$ cat src/hw/rtl/dpq_pkg.sv
package dpq_pkg;

  localparam int CAPACITY = 256;
  localparam int ADDR_W   = (CAPACITY > 1) ? $clog2(CAPACITY) : 1;
  localparam int CNT_W    = $clog2(CAPACITY + 1);
  localparam int VAL_W    = 32;
  localparam int OCC_W    = 9;
  localparam int IN_W     = 40;
  localparam int OUT_W    = 80;

  typedef enum logic [1:0] {
    CMD_INSERT     = 2'd0,
    CMD_REMOVE_MAX = 2'd1,
    CMD_REMOVE_MIN = 2'd2,
    CMD_NOP        = 2'd3
  } cmd_e;

  // controller -> datapath
  typedef struct packed {
    logic load;     // latch incoming request
    logic exec;     // apply removal / overflow, start insert walk
    logic shift;    // move compared entry one slot up, pos--
    logic put;      // write new value at pos, count++
    logic sel_min;  // read address: bottom of queue
    logic sel_walk; // read address: entry below pos
    logic cap_min;  // capture min from read data
    logic out_load; // load result register
  } ctl_t;

  // datapath -> controller
  typedef struct packed {
    logic ins_ok;   // insert with room
    logic pos_zero;
    logic greater;  // read entry > new value
    logic out_busy;
    logic full;
  } sts_t;

  // circular address: base + off, wrapped into the store
  function automatic logic [ADDR_W-1:0] addr_add(input logic [ADDR_W-1:0] base,
                                                 input logic [CNT_W-1:0] off);
    logic [CNT_W+ADDR_W-1:0] sum;
    logic [CNT_W+ADDR_W-1:0] cap;
    sum = (CNT_W+ADDR_W)'(base) + (CNT_W+ADDR_W)'(off);
    cap = (CNT_W+ADDR_W)'(CAPACITY);
    if (sum >= cap) sum = sum - cap;
    if (sum >= cap) sum = sum - cap;
    return sum[ADDR_W-1:0];
  endfunction

endpackage

$ cat src/hw/rtl/dpq_ctrl.sv
module dpq_ctrl (
  input  logic          clk,
  input  logic          rst,
  input  logic          in_valid,
  output logic          in_ready,
  input  dpq_pkg::sts_t sts,
  output dpq_pkg::ctl_t ctl
);
  import dpq_pkg::*;

  typedef enum logic [2:0] {
    IDLE, EXEC, SH_CHK, SH_CMP, RD_MIN, RD_MAX, DONE
  } state_t;

  state_t state, state_next;

  assign in_ready = (state == IDLE);

  always_comb begin
    ctl = '0;
    state_next = state;
    unique case (state)
      IDLE: begin
        if (in_valid) begin
          ctl.load = 1'b1;
          state_next = EXEC;
        end
      end
      EXEC: begin
        ctl.exec = 1'b1;
        state_next = sts.ins_ok ? SH_CHK : RD_MIN;
      end
      SH_CHK: begin
        ctl.sel_walk = 1'b1;
        if (sts.pos_zero) begin
          ctl.put = 1'b1;
          state_next = RD_MIN;
        end else begin
          state_next = SH_CMP;
        end
      end
      SH_CMP: begin
        if (sts.greater) begin
          ctl.shift = 1'b1;
          state_next = SH_CHK;
        end else begin
          ctl.put = 1'b1;
          state_next = RD_MIN;
        end
      end
      RD_MIN: begin
        ctl.sel_min = 1'b1;
        state_next = RD_MAX;
      end
      RD_MAX: begin
        ctl.cap_min = 1'b1;
        state_next = DONE;
      end
      DONE: begin
        if (!sts.out_busy) begin
          ctl.out_load = 1'b1;
          state_next = IDLE;
        end
      end
      default: state_next = IDLE;
    endcase
  end

  always_ff @(posedge clk) begin
    if (rst) state <= IDLE;
    else state <= state_next;
  end

endmodule

$ cat config.mk
export PLATFORM = sky130hd
export DESIGN_NAME = dpq_ctrl
export DESIGN_NICKNAME = d
export VERILOG_FILES = /design/src/hw/rtl/dpq_pkg.sv /design/src/hw/rtl/dpq_ctrl.sv
export SDC_FILE = /design/constraint.sdc
export NUM_CORES = 1
export LEC_CHECK = 0
export ABC_AREA = 0
export BUFFER_PORTS_ARGS = -buffer_cell sky130_fd_sc_hd__buf_2
export CORE_AREA = 2 2 39 41
export CTS_BUF_LIST = sky130_fd_sc_hd__clkbuf_16
export DETAILED_ROUTE_END_ITERATION = 10
export DIE_AREA = 0 0 41 43
export PLACE_DENSITY = 0.49
export SLEW_MARGIN = 20
export SYNTH_ARGS = -nofsm -noshare
export SYNTH_HDL_FRONTEND = slang
export SYNTH_SLANG_ARGS = --single-unit
$ cat constraint.sdc
create_clock -name clk -period 1.3 [get_ports clk]
set_input_delay 0.195 -clock clk [delete_from_list [all_inputs] [get_ports clk]]
set_output_delay 0.195 -clock clk [all_outputs]
set_load 0.01 [all_outputs]
==> impl_metrics.env, run 1 <==
export IMPL_synthTopCellsByArea="dfxtp_1 23%, nand2b_1 7.1%, nor2b_1 7.1%"
export IMPL_synth_area_leader_cell="dfxtp_1"
export IMPL_start_util=0.1917
export IMPL_grt_overflow=0
export IMPL_routed_wl_um=730
export IMPL_drc=0
export IMPL_antenna_found_initial=0
export IMPL_die_h_um=43
export IMPL_fin_setup_tns_ns=0
export IMPL_synth_area_per_cell_um2=8.289
export IMPL_finalHoldViolCount=0
export IMPL_p_leak_nw=0.2165
export IMPL_firstDrtPassIters=4
export IMPL_crit_fanout=6
export IMPL_track_usage=0.09209
export IMPL_max_freq_mhz=784.1
export IMPL_syn_cell_area_um2=265.3
export IMPL_multi_input_area_um2=209.0
export IMPL_drive_gt1_frac=0.6000
export IMPL_period_share=0.9810
export IMPL_min_path_type="input pin to register"
export IMPL_rsz0062_at_grt="true"
export IMPL_dp_hpwl_um=490.9
export IMPL_grt_pass1_wl_um=993
export IMPL_dp_worst_setup_slack_ns=0.07424
export IMPL_max_cap_violations=0
export IMPL_tightest_slew_ns=0.2137
export IMPL_finalMaxSlewViolations=0
export IMPL_timing_final_ws_setup_ns=0.02470
export IMPL_via_per_inst=4.439
export IMPL_irDropWorstVdd_uv=400.6
export IMPL_final_cell_mix="15 x buf_2, 3 x clkbuf_16, 3 x dfxtp_4"
export IMPL_layout_commonest_cell="buf_2"
export IMPL_cp_arrival_ns=1.08
export IMPL_first_global_vias=249
export IMPL_cp_end_kind="primary output"
export IMPL_antenna_left=0
export IMPL_ys_warn_count=0
export IMPL_synth_seq_cells=3
export IMPL_finalInstanceArea_um2=466.7
export IMPL_required_ns=1.11
export IMPL_path_clk_slew_ns=0.03
export IMPL_slew_headroom=0.8575
export IMPL_status="finished clean"
export IMPL_cts_buffers=3
export IMPL_cts_tree="yes"
export IMPL_dpl_cell_area_um2=339.1
export IMPL_netlist_cell_type_count=21
export IMPL_drt_first_iter_violations=6
export IMPL_wl_per_cell_um=11.06
export IMPL_powerDensity_mw_per_mm2=1562
export IMPL_grt_max_degree=14
export IMPL_cts_sinks=3
export IMPL_die_w_um=41
export IMPL_via_count=293
export IMPL_top_regs="state: 3 flops"
export IMPL_boundaryPins=17
export IMPL_cts_root_buf="clkbuf_16"
export IMPL_nets=59
export IMPL_synth_cells=32
export IMPL_m1WireLength_um=329
export IMPL_register_area_um2=71.32
export IMPL_fill_cells=152
export IMPL_largest_register_ff_count=3
export IMPL_regMostFlops="state"
export IMPL_core_area_mm2=0.001384
export IMPL_clk_path_buf_depth=2
export IMPL_synth_top_area_frac=0.2264
export IMPL_htreeDepth=1
export IMPL_gp_congestion=0.6291
export IMPL_portBuffers=15
export IMPL_setup_violations=0
export IMPL_rows=14
export IMPL_die_area_mm2=0.001763
export IMPL_wl_met3_um=50
export IMPL_cp_start_kind="register"
export IMPL_path_class="register to primary output"
export IMPL_fin_worst_skew_ns=0.0005594
export IMPL_layout_min_cycle_time_ns=1.275
export IMPL_yosysSeqAreaShare=0.2264
export IMPL_wl_met2_um=332
export IMPL_area_delta_synth_final_pct=75.94
export IMPL_routed_top_layer="met4"
export IMPL_diodes=0
export IMPL_synth_fp_nets=40
export IMPL_clock_latency_ns=0.22
export IMPL_hold_buffers=0
[cells in the mapped netlist (all sizes together)]
cell	instances
a21boi	1
a221oi	1
a311oi	1
a31oi	1
and2	2
and2b	1
and3	1
buf	3
dfxtp	3
mux2i	1
nand2	1
nand2b	3
nand3	2
nor2	1
nor2b	4
nor3	2
nor3b	1
o21ai	2
o31ai	1
[area by class of cell]
type,count,share of cell area
multi-input cells,26,0.4477
well taps,16,0.04290
flip-flops and latches,3,0.1528
repair buffers,17,0.1877
clock inverters,1,0.008043
clock buffers,3,0.1609
[critical path, cell delays in order (launching register included)]
cell,delay [ns]
dfxtp_4,0.37
and2b_1,0.20
and2_1,0.15
buf_2,0.13
[per-stage QoR]
stage | cells | utilization | hold WS [ns] | total power, mW
2_1_floorplan | 32 | - | 0.2629 | 0.1997
3_3_place_gp | 60 | 0.2450 | 0.4045 | 0.2336
3_5_place_dp | 60 | 0.2450 | 0.4084 | 0.2349
4_1_cts | 64 | 0.3137 | 0.1712 | 0.7216
5_1_grt | 66 | 0.3373 | 0.1740 | 0.7648
6_report | 66 | 0.3373 | 0.1704 | 0.7292
[kinds of logic after synthesis]
kind of cell,count (synthesis),synth area share
simple gates,18,0.4245
flops,3,0.2264
compound gates,7,0.2311
mux,1,0.03774
buf+inv,3,0.08019
[final timing paths]
check | startpoint | end | slack (ns) | cells past startpoint
hold reg to reg | state[0] | state[0] | 0.53 | 1
setup / recovery | state[1] | ctl[1] | 0.02 | 3
hold / removal | rst | state[2] | 0.17 | 2
setup reg to reg | state[1] | state[2] | 0.21 | 4
[metal layers]
layer  track usage  vias to the layer above
met5             0                        -
met4        0.1000                        0
met3       0.03141                        2
met2        0.1375                       10
met1       0.08599                      128
li1              -                      153
[repair_timing]
item                                   in CTS  in global routing
gates resized for setup                     7                  4
setup endpoints to repair                   8                  7
cloned                                      0                  0
setup buffers                               0                  2
endpoints found under the hold margin       0                  0
[report_power, final]
part | internal, mW | leakage, nW | switching (mW)
clock | 0.396 | 0.0423 | 0.0798
sequential | 0.103 | 0.0267 | 0.0307
combinational | 0.0674 | 0.147 | 0.0521
Power figures use the tool's default switching activity.
==> run 2: changes to the inputs <==
==> constraint.sdc (replaced) <==
create_clock -name clk -period 1.2 [get_ports clk]
set_input_delay 0.18 -clock clk [delete_from_list [all_inputs] [get_ports clk]]
set_output_delay 0.18 -clock clk [all_outputs]
set_load 0.01 [all_outputs]
==> run 2 against run 1 <==
  * The run now ends with setup timing left
  * Cell count is 9.1% higher
  * Clock power increased by 11%
  * Routed wire length grew 29%
  * Sequential cell count is the same
  * Combinational power up 61%
  * Final area up 15%
  * Sequential share of layout area fell by 2.0 points
  * Critical path depth grew 1
  * Critical endpoint is now ctl[7]
==> impl_metrics.env, run 2 (synthesized netlist as in run 1, its figures left out) <==
export IMPL_status="finished, violations left"
export IMPL_violations="setup timing"
export IMPL_r2r_start="state[1]"
export IMPL_hold_end="state[2]"
export IMPL_antenna_left=0
export IMPL_max_freq_mhz=784.4
export IMPL_antenna_found_initial=0
export IMPL_cp_arrival_ns=1.09
export IMPL_clock_latency_ns=0.23
export IMPL_crit_fanout=6
export IMPL_register_area_um2=71.32
export IMPL_reg2reg_slack_ns=0.02
export IMPL_finalHoldViolCount=0
export IMPL_die_area_mm2=0.001763
export IMPL_dp_hpwl_um=499.3
export IMPL_final_cell_mix="14 x buf_2, 7 x buf_4, 3 x clkbuf_16, 3 x dfxtp_4"
export IMPL_tightest_slew_ns=0.2284
export IMPL_via_per_inst=4.639
export IMPL_period_share=1.062
export IMPL_wl_per_cell_um=13.06
export IMPL_core_area_mm2=0.001384
export IMPL_top_regs="state: 3 flops"
export IMPL_first_global_vias=326
export IMPL_layout_min_cycle_time_ns=1.275
export IMPL_timing_final_ws_setup_ns=-0.07487
export IMPL_fill_cells=149
export IMPL_cts_root_buf="clkbuf_16"
export IMPL_diodes=0
export IMPL_cp_end_kind="primary output"
export IMPL_rsz0062_at_grt="true"
export IMPL_timing_hold_ws_ns=0.1535
export IMPL_clk_path_buf_depth=2
export IMPL_cp_start_kind="register"
export IMPL_fin_worst_skew_ns=0.003109
export IMPL_hold_depth=2
export IMPL_track_usage=0.1190
export IMPL_slew_headroom=0.8477
export IMPL_multi_input_area_um2=221.5
export IMPL_powerDensity_mw_per_mm2=1598
export IMPL_total_power_mw=0.8576
export IMPL_area_delta_synth_final_pct=102.4
export IMPL_cts_sinks=3
export IMPL_htreeDepth=1
export IMPL_portBuffers=15
export IMPL_rows=14
export IMPL_via_count=334
export IMPL_drt_first_iter_violations=2
export IMPL_largest_register_ff_count=3
export IMPL_drc=0
export IMPL_max_cap_violations=0
export IMPL_start_util=0.1917
export IMPL_nets=65
export IMPL_die_w_um=41
export IMPL_drive_gt1_frac=0.6786
export IMPL_grt_pass1_wl_mm=1.248
export IMPL_hold_path_startpoint="rst"
export IMPL_required_ns=1.02
export IMPL_finalMaxSlewViolations=0
export IMPL_path_clk_slew_ns=0.03
export IMPL_firstDrtPassIters=4
export IMPL_hold_buffers=0
export IMPL_routed_wl_um=940
export IMPL_die_h_um=43
export IMPL_grt_overflow=0
export IMPL_r2r_end="state[2]"
export IMPL_r2r_cells=5
export IMPL_cts_tree="yes"
export IMPL_layout_commonest_cell="buf_2"
export IMPL_regMostFlops="state"
export IMPL_irDropWorstVdd_uv=431.1
export IMPL_p_leak_nw=0.2563
export IMPL_path_class="register to primary output"
export IMPL_cts_buffers=3
export IMPL_min_path_type="input pin to register"
export IMPL_grt_max_degree=11
export IMPL_setup_violations=7
export IMPL_boundaryPins=17
export IMPL_gp_congestion=0.5843
-- run 2: layout make-up --
cell class | count | share of cell area
clock inverter | 1 | 0.006993
sequential | 3 | 0.1329
clock buffer | 3 | 0.1399
multi-input combinational | 26 | 0.4126
timing repair buffer | 23 | 0.2704
tap | 16 | 0.03730
-- run 2: how the worst max path moves through the flow --
stage / slack [ns] / from / to
4_1_cts: -0.05 / state[1] / ctl[7]
6_report: -0.07 / state[1] / ctl[7]
3_5_place_dp: 0.01 / state[0] / ctl[6]
5_1_grt: -0.11 / state[1] / ctl[7]
3_3_place_gp: 0.02 / state[0] / ctl[6]
2_1_floorplan: 0.11 / state[0] / ctl[7]
-- run 2: through the flow --
| stage | instance area (um^2) | worst slack [ns] | util | setup TNS, ns | std cells |
|---|---|---|---|---|---|
| 2_1_floorplan | 270.3 | 0.1058 | - | 0 | 32 |
| 5_1_grt | 536.8 | -0.1084 | 0.3879 | -0.6137 | 72 |
| 6_report | 536.8 | -0.07487 | 0.3879 | -0.2645 | 72 |
| 3_5_place_dp | 359.1 | 0.01065 | 0.2595 | 0 | 62 |
| 3_3_place_gp | 359.1 | 0.01682 | 0.2595 | 0 | 62 |
| 4_1_cts | 475.5 | -0.05301 | 0.3436 | -0.2114 | 69 |
-- run 2: repair_timing --
action,4_1_cts,5_1_grt
pin swaps,3,4
setup endpoints to repair,9,8
buffers inserted,3,3
resized for setup,7,11
-- run 2: worst max-delay path, cell delays in order, from the launching register on --
cell,delay (ns)
dfxtp_4,0.36
buf_6,0.12
nor3_4,0.13
and2_4,0.17
buf_6,0.09
-- run 2: power breakdown --
part	switching, mW	total, mW	internal, mW
clock	0.0983	0.529	0.430
sequential	0.0265	0.138	0.111
combinational	0.0812	0.191	0.110
-- run 2: metal layers --
layer	up-vias	part of all wire	global-route usage
li1	163	-	-
met1	156	0.33	0.09841
met2	11	0.56	0.1813
met3	4	0.051	0.01571
met4	0	0.056	0.1800
met5	-	0	0
==> run 3: changes to the inputs <==
--- a/config.mk
+++ b/config.mk
@@ -11,7 +11,6 @@
 export CTS_BUF_LIST = sky130_fd_sc_hd__clkbuf_16
 export DETAILED_ROUTE_END_ITERATION = 10
 export DIE_AREA = 0 0 41 43
-export PLACE_DENSITY = 0.49
 export SLEW_MARGIN = 20
 export SYNTH_ARGS = -nofsm -noshare
 export SYNTH_HDL_FRONTEND = slang
==> run 3 against run 2 <==
  * The run still ends with setup timing left
  * Die area stayed put
  * Routed wire length is 2.8% lower
  * Sequential power hardly changed
  * Cell count is 2.8% higher
  * Clock power hardly changed
==> impl_metrics.env, run 3 (synthesized netlist as in run 1, its figures left out) <==
export IMPL_fill_cells=140
export IMPL_nets=67
export IMPL_timing_hold_ws_ns=0.1510
export IMPL_path_class="register to primary output"
export IMPL_cp_start_kind="register"
export IMPL_timing_final_ws_setup_ns=-0.04529
export IMPL_fin_setup_tns_ns=-0.1398
export IMPL_cp_end_kind="primary output"
export IMPL_antenna_left=0
export IMPL_min_path_type="input pin to register"
export IMPL_powerDensity_mw_per_mm2=1537
export IMPL_grt_max_degree=12
export IMPL_hold_path_startpoint="rst"
export IMPL_p_leak_nw=0.2623
export IMPL_drt_first_iter_violations=10
export IMPL_area_delta_synth_final_pct=110.4
export IMPL_final_cell_mix="14 x buf_2, 8 x buf_4, 3 x clkbuf_16, 3 x buf_6, 3 x dfxtp_4"
export IMPL_antenna_found_initial=0
export IMPL_finalInstanceArea_um2=558.0
export IMPL_core_area_mm2=0.001384
export IMPL_switching_share=0.2372
export IMPL_p_comb_frac=0.221
export IMPL_r2r_start="state[1]"
export IMPL_die_h_um=43
export IMPL_finalHoldViolCount=0
export IMPL_hold_depth=2
export IMPL_required_ns=1.02
export IMPL_grt_overflow=0
export IMPL_hold_buffers=0
export IMPL_rows=14
export IMPL_dp_hpwl_um=507.1
export IMPL_path_clk_slew_ns=0.03
export IMPL_gp_congestion=0.7178
export IMPL_irDropWorstVdd_uv=554.1
export IMPL_total_power_mw=0.8576
export IMPL_via_per_inst=4.635
export IMPL_max_cap_violations=0
export IMPL_grt_pass1_wl_mm=1.235
export IMPL_cp_arrival_ns=1.07
export IMPL_fin_worst_skew_ns=0.0007480
export IMPL_boundaryPins=17
export IMPL_hold_end="state[1]"
export IMPL_clock_latency_ns=0.23
export IMPL_layout_commonest_cell="buf_2"
export IMPL_track_usage=0.1112
export IMPL_portBuffers=15
export IMPL_firstDrtPassIters=4
export IMPL_layout_min_cycle_time_ns=1.245
export IMPL_setup_violations=5
export IMPL_dpl_cell_area_um2=374.1
export IMPL_r2r_cells=4
export IMPL_slew_headroom=0.8325
export IMPL_regMostFlops="state"
export IMPL_cts_buffers=3
export IMPL_max_freq_mhz=803.0
export IMPL_first_global_vias=304
export IMPL_top_regs="state: 3 flops"
export IMPL_tightest_slew_ns=0.2513
export IMPL_r2r_end="state[2]"
export IMPL_power_share_clock=0.614
export IMPL_drc=0
export IMPL_start_util=0.1917
export IMPL_via_count=343
export IMPL_htreeDepth=1
export IMPL_finalMaxSlewViolations=0
export IMPL_cts_sinks=3
export IMPL_status="finished, violations left"
export IMPL_clk_path_buf_depth=2
export IMPL_violations="setup timing"
export IMPL_largest_register_ff_count=3
export IMPL_wl_per_cell_um=12.35
export IMPL_crit_fanout=6
export IMPL_period_share=1.038
export IMPL_die_area_mm2=0.001763
export IMPL_diodes=0
export IMPL_drive_gt1_frac=0.6897
export IMPL_reg2reg_slack_ns=0.07
export IMPL_die_w_um=41
export IMPL_cts_tree="yes"
export IMPL_routed_wl_um=914
export IMPL_p_seq_frac=0.165
export IMPL_cts_root_buf="clkbuf_16"
export IMPL_rsz0062_at_grt="true"
export IMPL_p_sw_mw=0.2034
export IMPL_p_int_mw=0.6542
==> run 3: cell type report <==
type                            count  area [um^2]  area share
Clock buffer                        3        75.07      0.1345
Clock inverter                      1        3.754    0.006726
Multi-Input combinational cell     26        224.0      0.4013
Sequential cell                     3        71.32      0.1278
Tap cell                           16        20.02     0.03587
Timing Repair Buffer               25        163.9      0.2937
==> run 3: worst max-delay path: stages (launching register included) <==
cell and delay, ns:
dfxtp_4 0.35, buf_6 0.12, nor3_4 0.11, and2_1 0.14, buf_2 0.12
==> run 3: metrics by stage <==
stage	util	setup WS [ns]	std cells
after floorplan	-	0.1058	32
after global placement	0.2703	0.04693	64
after detailed placement	0.2703	0.02315	64
after CTS	0.3644	-0.04166	71
after global routing	0.4033	-0.08617	74
final	0.4033	-0.04529	74
==> run 3: worst max path at each step <==
stage,from,to,cells past startpoint
finish,state[1],ctl[7],4
global placement,state[0],ctl[6],3
detailed placement,state[2],ctl[5],3
CTS,state[0],ctl[1],3
global route,state[1],ctl[6],3
floorplan,state[0],ctl[7],3
==> run 3: timing repair <==
| item | 4_1_cts | 5_1_grt |
|---|---|---|
| endpoints found under the setup margin | 9 | 8 |
| pin swaps | 2 | 4 |
| gates resized for setup | 10 | 9 |
| setup buffers | 3 | 3 |
==> run 3: metal layers <==
metal | GRT usage | vias up | share of wire
li1 | - | 165 | -
met1 | 0.1214 | 158 | 0.37
met2 | 0.1531 | 16 | 0.55
met3 | 0.03141 | 4 | 0.042
met4 | 0.1200 | 0 | 0.033
met5 | 0 | - | 0
==> run 3: power groups by stage <==
stage	clock network (mW)	logic (mW)	registers [mW]
detailed placement	0	0.137	0.138
global route	0.546	0.205	0.144
CTS	0.533	0.158	0.143
floorplan	0	0.103	0.117
global placement	0	0.136	0.137
finish	0.527	0.190	0.141
